==> config.mk <==
export PLATFORM = sky130hd
export DESIGN_NAME = mtep_ram
export DESIGN_NICKNAME = d
export VERILOG_FILES = /design/src/mtep_ram.sv
export SDC_FILE = /design/constraint.sdc
export NUM_CORES = 1
export LEC_CHECK = 0
export ABC_AREA = 1
export BUFFER_PORTS_ARGS = -buffer_cell sky130_fd_sc_hd__buf_2
export CORE_UTILIZATION = 52
export DETAILED_ROUTE_END_ITERATION = 8
export GPL_TIMING_DRIVEN = 0
export PLACE_DENSITY = 0.69
export SLEW_MARGIN = 10
export SYNTH_ARGS = -nofsm -noshare
export SYNTH_HDL_FRONTEND = slang
export SYNTH_SLANG_ARGS = --single-unit
==> constraint.sdc <==
create_clock -name clk -period 3.43 [get_ports clk]
set_clock_uncertainty 0.15 [all_clocks]
set_input_delay 1.029 -clock clk [delete_from_list [all_inputs] [get_ports clk]]
set_output_delay 1.029 -clock clk [all_outputs]
set_load 0.1 [all_outputs]
==> src/mtep_ram.sv <==
// generic single write port, single read port ram with registered read
// no dependencies

module mtep_ram #(
	parameter int WIDTH = 8,
	parameter int DEPTH = 16
) (
	input  logic                                 clk,
	input  logic                                 we,
	input  logic [(DEPTH > 1 ? $clog2(DEPTH) : 1)-1:0] waddr,
	input  logic [WIDTH-1:0]                     wdata,
	input  logic [(DEPTH > 1 ? $clog2(DEPTH) : 1)-1:0] raddr,
	output logic [WIDTH-1:0]                     rdata
);

	logic [WIDTH-1:0] mem [DEPTH];

	always_ff @(posedge clk) begin
		if (we) begin
			mem[waddr] <= wdata;
		end
		rdata <= mem[raddr];
	end

endmodule

# Word-level counts from Yosys, hierarchy flattened
# Memory sizes are Yosys's and may differ from the RTL's. A register that Yosys moved wholly into a read port is not among the register bits.
# Index checks and enable logic that the tools add are counted.
# word_totals
input_bits	18
out_inout_bits	8
word_cells	3
ram_bits	128
reg_bits	0
memories	1
# mem_list
name	depth	width	rd	rd_clocked_by_memory_dff	write_ports	line	text
mem	16	8	1	1	1	16	logic [WIDTH-1:0] mem [DEPTH];
# op_classes
muxes	2
# op_table
op	count
$mux W1	2

# Longest topological paths before layout
# Gate-level depths: netlist of the first run.
# depth
ltp_word	2
mapped_depth	8
ltp_nobuf	7

# Worst setup path before layout of the first run
# Ideal clock, no wire load.
# synth_timing
path_type	input to register
start	in waddr[2] (netlist name)
end	mem mem[10][0] (enable)
n_path_buf	0
setup_slack_ns	1.300
cell_stages	2
setup_ns	0.370
arrival_time_ns	1.610
t_required_ns	2.910
path_cell_list	nand3b_1 > nor2_1
# synth_rtl
element	line	text
from (decl)	10	input logic [(DEPTH > 1 ? $clog2(DEPTH) : 1)-1:0] waddr,
to (decl)	16	
# No word-level cell before the write port.

# Worst setup path in the final report of the first run
# layout_timing
start	reg rdata[5], read port of mem
end	out rdata[5]
# layout_rtl
element	line	text
from (decl)	13	output logic [WIDTH-1:0] rdata
# No word-level cell between the ends.

==> impl_metrics.env, run 1 <==
export IMPL_synth_area_leaders="edfxtp_1 (67%), nand2_1 (11%), nand3_1 (8.4%), inv_1 (6.5%), dfxtp_1 (2.8%)"
export IMPL_seq_area_frac_synth_pct=69.4
export IMPL_antenna_left=0
export IMPL_first_iter_violations=404
export IMPL_critical_path_class="reg -> out"
export IMPL_crit_path_max_fanout=1
export IMPL_hold_viol=0
export IMPL_finalCriticalPeriod_ps=2420
export IMPL_clock_path_buffers=2
export IMPL_routed_wl_mm=13.7
export IMPL_vias=3982
export IMPL_rows=38
export IMPL_cp_buffers_inverters=1
export IMPL_setup_viol=0
export IMPL_port_buffers=22
export IMPL_avgSynthCellArea_um2=10.5
export IMPL_cts_root_buf="clkbuf_8"
export IMPL_synth_area_mux_share_pct=0
export IMPL_n_fill_cell=865
export IMPL_slew_violations=0
export IMPL_finish_instance_area_um2=6660
export IMPL_critPathTopFamily="buffers and inverters"
export IMPL_synth_area_um2=5770
export IMPL_post_synth_xor_area_fraction_pct=0
export IMPL_die_area_um2=11500
export IMPL_die_w_um=107
export IMPL_coreArea_um2=10800
export IMPL_synth_top_family_by_area="simple AND/OR/NAND/NOR gates"
export IMPL_grt_use_met3_pct=5.93
export IMPL_ff_latch_area_um2=4000
export IMPL_synthAdderAreaFrac_pct=0
export IMPL_start_util_pct=53.2
export IMPL_cts_setup_buffers=0
export IMPL_use_met2_pct=38.5
export IMPL_track_usage_pct=26.0
export IMPL_crit_required_ps=2250
export IMPL_ir_worst_vdd_mv=0.315
export IMPL_netlist_area_leader_share_pct=66.7
export IMPL_hpwl_mm=8.79
export IMPL_cp_arrival_ps=1240
export IMPL_syn_nets=569
export IMPL_drive_gt1_share_pct=12.7
export IMPL_met1_usage_pct=35.9
export IMPL_cp_start_kind="flip-flop"
export IMPL_maxCapViolations=0
export IMPL_hold_class="reg -> reg"
export IMPL_grt_busiest_layer="met2"
export IMPL_htree_num_levels=4
export IMPL_dpl_instance_area_um2=6050
export IMPL_numCtsBuffers=17
export IMPL_powerDensity_nw_per_um2=605
export IMPL_cp_end_kind="output pin"
export IMPL_wire_per_inst_um=18.4
export IMPL_io_pins=26
export IMPL_nets=610
export IMPL_slew_headroom_pct=35.3
export IMPL_cts_tree="done"
export IMPL_gp_congestion=0.866
export IMPL_drc=0
export IMPL_area_growth_pct=15.5
export IMPL_cts_sinks=136
export IMPL_slowest_delay_ps=420
export IMPL_viasPerCell=5.34
export IMPL_slowest_stage="buf_2"
export IMPL_power_leakage_uw=0.00291
export IMPL_multi_input_area_um2=1210
export IMPL_status="complete, no violations"
export IMPL_insertion_delay_ps=520
export IMPL_tightest_slew_ps=967
export IMPL_yosys_register_bits=136
export IMPL_finalCritPeriodShare_pct=70.6
export IMPL_dieHeight_um=107
export IMPL_synth_compound_area_share_pct=0
export IMPL_tns_ps=0
export IMPL_ctsHoldBuffers=0
export IMPL_synthSimpleGateAreaFrac_pct=21.0
export IMPL_drtPass1Iterations=5
export IMPL_grt_ovfl_total=0
export IMPL_rsz0062_at_grt="no"
export IMPL_yosysWarnings=0
export IMPL_yosysTopAreaCell="edfxtp_1"
export IMPL_max_clock_freq_ghz=0.413
export IMPL_first_global_vias=3838
export IMPL_netlist_instances=551
export IMPL_ys_types=12
export IMPL_grt_first_pass_wirelength_mm=20.8
export IMPL_clkSlewWorstSetupHoldPaths_ps=60
export IMPL_grt_start_max_net_pins=17
export IMPL_cp_cell_sequence="buf_2"
export IMPL_antenna_found_initial=0
export IMPL_antennaDiodeCount=0
export IMPL_cts_resized=0
==> layout make-up <==
type                       count  area share, %
buffer                        24           2.50
clock buffer                  24           7.36
clock inverter                 8           1.77
inverter                     102           5.75
multi-input combinational    289           18.2
sequential                   136           60.1
tap                          140           2.63
timing repair buffer          22           1.65
==> cell families (layout without fill, tap and decap cells) <==
| group | count (synthesis) | count (layout) |
|---|---|---|
| simple gates | 289 | 289 |
| flops | 136 | 136 |
| buf+inv | 126 | 180 |
==> synthesized netlist by cell type, drive strengths merged <==
master,n
nand3b,2
dfxtp,8
nand3,97
nand2,173
nor2,17
edfxtp,128
buf,24
inv,102
==> layout by cell type, fill, tap and decap left out, drive strengths merged <==
cell type / synthesis / routed
nand2: 173 / 173
edfxtp: 128 / 128
inv: 102 / 102
nand3: 97 / 97
buf: 24 / 46
clkbuf: 0 / 24
nor2: 17 / 17
dfxtp: 8 / 8
clkinv: 0 / 4
bufinv: 0 / 3
nand3b: 2 / 2
clkinvlp: 0 / 1
==> where the power goes <==
part	internal, uW	switching [uW]	leakage, uW
clock network	1200	644	0.000301
logic	71.3	249	0.00139
registers	1860	8.94	0.00122
==> path summary, 6_finish.rpt <==
path / from / to / slack (ps) / cells past startpoint
worst max-delay path: rdata[5] / rdata[5] / 1010 / 1
worst min-delay path: mem[12][5] / rdata[5] / 550 / 6
worst min register to register: mem[12][5] / rdata[5] / 550 / 6
worst max register to register: mem[6][0] / rdata[0] / 2230 / 6
==> stage by stage <==
step                instances  power (uW)  utilization (%)  setup slack [ps]  hold WS (ps)
floorplan                 551        2110                -              1300           457
global placement          713        2210             55.8               741           525
detailed placement        713        2210             55.8               707           534
CTS                       745        4030             61.4               995           548
global route              745        4130             61.4               960           623
finish                    745        4030             61.4              1010           549
==> tightest hold or removal path, stage by stage, from the launching register on <==
cell and delay, ps:
edfxtp_1 320, nand2_1 50, nand2_1 50, nand2_1 40
nand3_1 50, nand3_1 70, nand2_1 70
==> metal layers <==
metal,vias to the layer above,wire length (um)
li1,1857,-
met1,1849,5630
met2,240,6170
met3,36,1420
met4,0,514
met5,-,0
==> sequential cells by signal (all words and copies together), names as in the netlist <==
| signal | flops |
|---|---|
| rdata | 8 |
| mem | 128 |
(Power assumes the default switching activity.)
==> inputs of run 2 (changes only) <==
--- a/config.mk
+++ b/config.mk
@@ -5,7 +5,7 @@
 export SDC_FILE = /design/constraint.sdc
 export NUM_CORES = 1
 export LEC_CHECK = 0
-export ABC_AREA = 1
+export ABC_AREA = 0
 export BUFFER_PORTS_ARGS = -buffer_cell sky130_fd_sc_hd__buf_2
 export CORE_UTILIZATION = 52
 export DETAILED_ROUTE_END_ITERATION = 8
==> constraint.sdc (replaced) <==
create_clock -name clk -period 2.45 [get_ports clk]
set_clock_uncertainty 0.15 [all_clocks]
set_input_delay 0.735 -clock clk [delete_from_list [all_inputs] [get_ports clk]]
set_output_delay 0.735 -clock clk [all_outputs]
set_load 0.1 [all_outputs]
==> run 2 against run 1 <==
- synthesized area fell by 11%
- sequential share of layout area rose by 6.6 points
- critical endpoint is now rdata[4]
- wire length fell by 32%
- largest cell class unchanged
- register-to-register slack worse by 1400 ps
- via count decreased by 40%
- flip-flop and latch count stayed put
- global-route usage fell by 5.6 points
- setup slack lost 670 ps
- highest routed layer unchanged
- combinational power rose by 11%
- critical path type unchanged
==> impl_metrics.env, run 2 <==
export IMPL_status="complete, no violations"
export IMPL_vias=2380
export IMPL_ff_latch_area_um2=4000
export IMPL_first_global_vias=2339
export IMPL_p_comb_share_pct=6.6
export IMPL_insertion_delay_ps=520
export IMPL_finalCriticalPeriod_ps=2120
export IMPL_synth_ff_type="edfxtp_1"
export IMPL_antenna_found_initial=0
export IMPL_rows=35
export IMPL_largest_register="mem"
export IMPL_n_fill_cell=623
export IMPL_synth_area_um2=5150
export IMPL_hold_class="in -> reg"
export IMPL_syn_nets=247
export IMPL_grt_start_max_net_pins=17
export IMPL_rsz0062_at_grt="no"
export IMPL_hold_path_depth=1
export IMPL_htree_num_levels=4
export IMPL_crit_required_ps=1560
export IMPL_coreArea_um2=9420
export IMPL_viasPerCell=5.75
export IMPL_min_delay_start="wdata[5]"
export IMPL_drtPass1Iterations=4
export IMPL_cts_tree="done"
export IMPL_cp_end_kind="output pin"
export IMPL_netlist_area_leader_share_pct=74.7
export IMPL_final_util_pct=63.7
export IMPL_grt_ovfl_total=0
export IMPL_cts_root_buf="clkbuf_8"
export IMPL_clock_path_buffers=2
export IMPL_yosysTopAreaCell="edfxtp_1"
export IMPL_synth_area_leaders="edfxtp_1 (75%), mux4_2 (7.9%), mux4_1 (7.1%), dfxtp_1 (3.1%), a22oi_1 (2.3%)"
export IMPL_timing_rr_end="rdata[0]"
export IMPL_clkPwrFrac_pct=44.9
export IMPL_nets=290
export IMPL_crit_path_max_fanout=1
export IMPL_final_common_cell="edfxtp_1"
export IMPL_synth_most_common_cell="edfxtp_1"
export IMPL_hold_path_end="mem[15][5]"
export IMPL_die_area_um2=10300
export IMPL_multi_input_area_um2=1060
export IMPL_hpwl_mm=5.69
export IMPL_antenna_left=0
export IMPL_area_growth_pct=16.6
export IMPL_cp_buffers_inverters=1
export IMPL_first_iter_violations=225
export IMPL_clkSlewWorstSetupHoldPaths_ps=60
export IMPL_cp_start_kind="flip-flop"
export IMPL_hold_viol=0
export IMPL_finalCritPeriodShare_pct=86.4
export IMPL_drive_gt1_share_pct=29.8
export IMPL_reg2reg_depth=3
export IMPL_cp_cell_sequence="buf_2"
export IMPL_grt_first_pass_wirelength_mm=13.7
export IMPL_ctsHoldBuffers=0
export IMPL_synth_top_cells_by_count="edfxtp_1 (128), mux4_2 (18), a22oi_1 (16)"
export IMPL_yosys_register_bits=136
export IMPL_timing_rr_start="mem[5][0]"
export IMPL_track_usage_pct=20.5
export IMPL_met3_length_um=584
export IMPL_wl_met1_mm=4.00
export IMPL_io_pins=26
export IMPL_setup_viol=0
export IMPL_powerDensity_nw_per_um2=897
export IMPL_critPathTopFamily="buffers and inverters"
export IMPL_synth_edf_count=128
export IMPL_largest_register_ffs=128
export IMPL_slew_headroom_pct=15.4
export IMPL_ys_types=19
export IMPL_highest_layer="met4"
export IMPL_r2r_setup_slack_ps=810
export IMPL_seq_area_frac_synth_pct=77.8
export IMPL_max_clock_freq_ghz=0.472
export IMPL_final_cell_mix="edfxtp_1 (128), buf_2 (27), mux4_2 (18)"
export IMPL_critical_path_class="reg -> out"
export IMPL_switchingPower_uw=1230
export IMPL_ir_worst_vdd_mv=0.469
export IMPL_die_w_um=101
export IMPL_cp_arrival_ps=1230
export IMPL_synth_async_sr_flop_share_pct=0
export IMPL_slew_violations=0
export IMPL_port_buffers=24
export IMPL_start_util_pct=54.7
export IMPL_tightest_slew_ps=1260
export IMPL_avgSynthCellArea_um2=22.5
export IMPL_intPower_uw=4160
export IMPL_power_leakage_uw=0.00200
export IMPL_p_sw_share_pct=22.8
export IMPL_slowest_stage="buf_2"
export IMPL_total_power_uw=5380
export IMPL_reg_top3="mem x128, rdata x8"
export IMPL_routed_wl_mm=9.34
export IMPL_drc=0
export IMPL_cts_sinks=136
export IMPL_dieHeight_um=101
export IMPL_yosysWarnings=0
export IMPL_maxCapViolations=0
export IMPL_netlist_instances=229
export IMPL_slowest_delay_ps=410
export IMPL_antennaDiodeCount=0
export IMPL_wire_per_inst_um=22.5
export IMPL_wl_met2_mm=4.61
export IMPL_numCtsBuffers=17
export IMPL_gp_congestion=0.700
export IMPL_p_seq_share_pct=48.5
[run 2: changes by cell type after synthesis, moves of 10 or more]
cell     previous run  this run
nand3_1            97         1
buf_2              13         3
a22oi_1             0        16
mux4_2              0        18
mux4_1              0        14
inv_1             100         0
nand2_1           173         9
[run 2: cell families after synthesis]
family          count (synthesis)  share of synthesized area, %
mux                            32                          15.0
simple gates                   35                          3.18
flops                         136                          77.8
compound gates                 16                          2.33
buf+inv                        10                          1.68
[run 2: worst max-delay path by stage]
stage / start / to / depth (start not counted)
after CTS: rdata[4] / rdata[4] / 1
after global routing: rdata[4] / rdata[4] / 1
after global placement: waddr[2] / mem[0][4] / 3
final: rdata[4] / rdata[4] / 1
after detailed placement: waddr[2] / mem[0][4] / 3
after floorplan: waddr[2] / mem[0][0] / 2
[run 2: layout make-up]
| class | instances | share of cell area (%) |
|---|---|---|
| buffer | 10 | 1.44 |
| clock buffer | 18 | 6.96 |
| clock inverter | 14 | 2.50 |
| multi-input combinational | 83 | 17.7 |
| sequential | 136 | 66.7 |
| tap | 129 | 2.69 |
| timing repair buffer | 24 | 2.00 |
[run 2: through the flow]
step	hold WS [ps]	cells	instance area (um2)	setup slack (ps)	TNS, ps
2_1_floorplan	479	229	5150	72.1	0
3_3_place_gp	507	382	5430	-505	-9190
3_5_place_dp	513	382	5430	-565	-9500
4_1_cts	444	414	6000	305	0
5_1_grt	448	414	6000	257	0
6_report	468	414	6000	334	0
[run 2: layer usage]
layer	vias up	GRT usage, %
met5	-	0
met2	80	31.2
li1	1064	-
met4	0	8.92
met3	8	5.87
met1	1228	28.0
[run 2: power groups by stage]
stage / combinational (uW) / clock, uW / sequential [uW]
6_report: 356 / 2410 / 2610
5_1_grt: 374 / 2540 / 2620
4_1_cts: 358 / 2440 / 2610
3_5_place_dp: 356 / 0 / 2660
3_3_place_gp: 351 / 0 / 2660
2_1_floorplan: 132 / 0 / 2770
[run 2: what timing repair did]
item	in CTS	in global routing
setup buffers	0	0
setup endpoints to repair	8	0
gates resized for setup	1	0
hold endpoints to repair	0	0
==> inputs of run 3 (changes only) <==
--- a/config.mk
+++ b/config.mk
@@ -7,10 +7,12 @@
 export LEC_CHECK = 0
 export ABC_AREA = 0
 export BUFFER_PORTS_ARGS = -buffer_cell sky130_fd_sc_hd__buf_2
+export CORE_MARGIN = 5
 export CORE_UTILIZATION = 52
 export DETAILED_ROUTE_END_ITERATION = 8
 export GPL_TIMING_DRIVEN = 0
 export PLACE_DENSITY = 0.69
+export RECOVER_POWER = 50
 export SLEW_MARGIN = 10
 export SYNTH_ARGS = -nofsm -noshare
 export SYNTH_HDL_FRONTEND = slang
==> run 3 against run 2 <==
- setup slack got worse by 6.6 ps
- first-iteration DRC count decreased by 19%
- die area increased by 16%
- global-route usage decreased by 2.4 points
- critical path type unchanged
- combinational power about the same
- via count decreased by 1.0%
- largest cell class unchanged
- critical path depth unchanged
==> impl_metrics.env, run 3 (synthesized netlist as in run 2, its figures left out) <==
export IMPL_viasPerCell=5.64
export IMPL_p_seq_share_pct=47.4
export IMPL_io_pins=26
export IMPL_critical_path_class="reg -> out"
export IMPL_antenna_left=0
export IMPL_coreArea_um2=9730
export IMPL_cp_end_kind="output pin"
export IMPL_first_global_vias=2452
export IMPL_rows=36
export IMPL_start_util_pct=52.9
export IMPL_routed_wl_mm=9.58
export IMPL_cp_buffers_inverters=1
export IMPL_setup_viol=0
export IMPL_wire_per_inst_um=22.9
export IMPL_slew_headroom_pct=19.0
export IMPL_cp_start_kind="flip-flop"
export IMPL_p_sw_share_pct=20.3
export IMPL_rsz0062_at_grt="no"
export IMPL_tns_ps=0
export IMPL_grt_first_pass_wirelength_mm=14.6
export IMPL_cp_cell_sequence="buf_2"
export IMPL_die_area_um2=12000
export IMPL_powerDensity_nw_per_um2=915
export IMPL_power_leakage_uw=0.00202
export IMPL_finalCritPeriodShare_pct=86.7
export IMPL_status="complete, no violations"
export IMPL_port_buffers=24
export IMPL_gp_congestion=0.735
export IMPL_cts_tree="done"
export IMPL_cts_setup_buffers=0
export IMPL_htree_num_levels=4
export IMPL_final_cell_mix="edfxtp_1 (128), buf_2 (18), mux4_2 (18)"
export IMPL_maxCapViolations=0
export IMPL_instances_no_fill=418
export IMPL_grt_ovfl_total=0
export IMPL_nets=290
export IMPL_hold_class="reg -> reg"
export IMPL_drive_gt1_share_pct=26.3
export IMPL_numCtsBuffers=17
export IMPL_hpwl_mm=5.99
export IMPL_die_w_um=109
export IMPL_p_comb_share_pct=6.4
export IMPL_crit_path_max_fanout=1
export IMPL_hold_viol=0
export IMPL_n_fill_cell=699
export IMPL_slowest_stage="buf_2"
export IMPL_clkPwrFrac_pct=46.2
export IMPL_intPower_uw=4400
export IMPL_tightest_slew_ps=1210
export IMPL_slew_violations=0
export IMPL_ctsHoldBuffers=0
export IMPL_clock_path_buffers=2
export IMPL_drc=0
export IMPL_track_usage_pct=18.1
export IMPL_largest_register_ffs=128
export IMPL_final_common_cell="edfxtp_1"
export IMPL_antennaDiodeCount=0
export IMPL_clkSlewWorstSetupHoldPaths_ps=60
export IMPL_ir_worst_vdd_mv=0.507
export IMPL_reg_top3="mem x128, rdata x8"
export IMPL_first_iter_violations=183
export IMPL_cts_resized=0
export IMPL_cts_sinks=136
export IMPL_largest_register="mem"
export IMPL_whs_ps=534
export IMPL_max_clock_freq_ghz=0.471
export IMPL_area_growth_pct=17.2
export IMPL_slowest_delay_ps=410
export IMPL_grt_start_max_net_pins=17
export IMPL_crit_required_ps=1560
export IMPL_cp_arrival_ps=1240
export IMPL_dp_cells=386
export IMPL_critPathTopFamily="buffers and inverters"
export IMPL_vias=2356
export IMPL_drtPass1Iterations=4
export IMPL_cts_root_buf="clkbuf_8"
export IMPL_finalCriticalPeriod_ps=2120
export IMPL_antenna_found_initial=0
export IMPL_insertion_delay_ps=510
export IMPL_dieHeight_um=109
export IMPL_switchingPower_uw=1120
## run 3: per-stage QoR
stage | area [um2] | worst slack, ps | utilization, % | total power [uW]
3_5_place_dp | 5430 | -482 | 55.9 | 3020
3_3_place_gp | 5430 | -506 | 55.9 | 3010
4_1_cts | 6040 | 63.4 | 62.0 | 5550
5_1_grt | 6030 | 267 | 62.0 | 5710
2_1_floorplan | 5150 | 72.1 | - | 2910
6_report | 6030 | 327 | 62.0 | 5520
## run 3: cell type report
class | count | area [um2] | share of cell area (%)
Clock buffer | 22 | 453 | 7.51
Multi-Input combinational cell | 83 | 1070 | 17.7
Buffer | 10 | 83.8 | 1.39
Tap cell | 133 | 166 | 2.76
Timing Repair Buffer | 24 | 109 | 1.80
Clock inverter | 10 | 150 | 2.49
Sequential cell | 136 | 4000 | 66.4
## run 3: worst paths after layout
| path | depth (start not counted) | slack (ps) | startpoint | to |
|---|---|---|---|---|
| max reg2reg | 3 | 890 | mem[5][2] | rdata[2] |
| max | 1 | 330 | rdata[7] | rdata[7] |
| min | 3 | 530 | mem[8][2] | rdata[2] |
| min reg2reg | 3 | 530 | mem[8][2] | rdata[2] |
## run 3: layer usage
metal | part of all wire (%) | up-vias | wire, um | global-route usage (%)
met5 | 0 | - | 0 | 0
met3 | 6.6 | 4 | 630 | 5.17
li1 | - | 1061 | - | -
met2 | 49 | 86 | 4680 | 26.8
met1 | 44 | 1205 | 4200 | 25.9
met4 | 0.70 | 0 | 67 | 6.68
## run 3: power by group through the flow
stage / Clock (uW) / Sequential (uW) / Combinational (uW)
after floorplan: 0 / 2770 / 132
after global placement: 0 / 2660 / 352
after detailed placement: 0 / 2660 / 358
after CTS: 2580 / 2610 / 358
after global routing: 2710 / 2620 / 377
final: 2550 / 2620 / 353
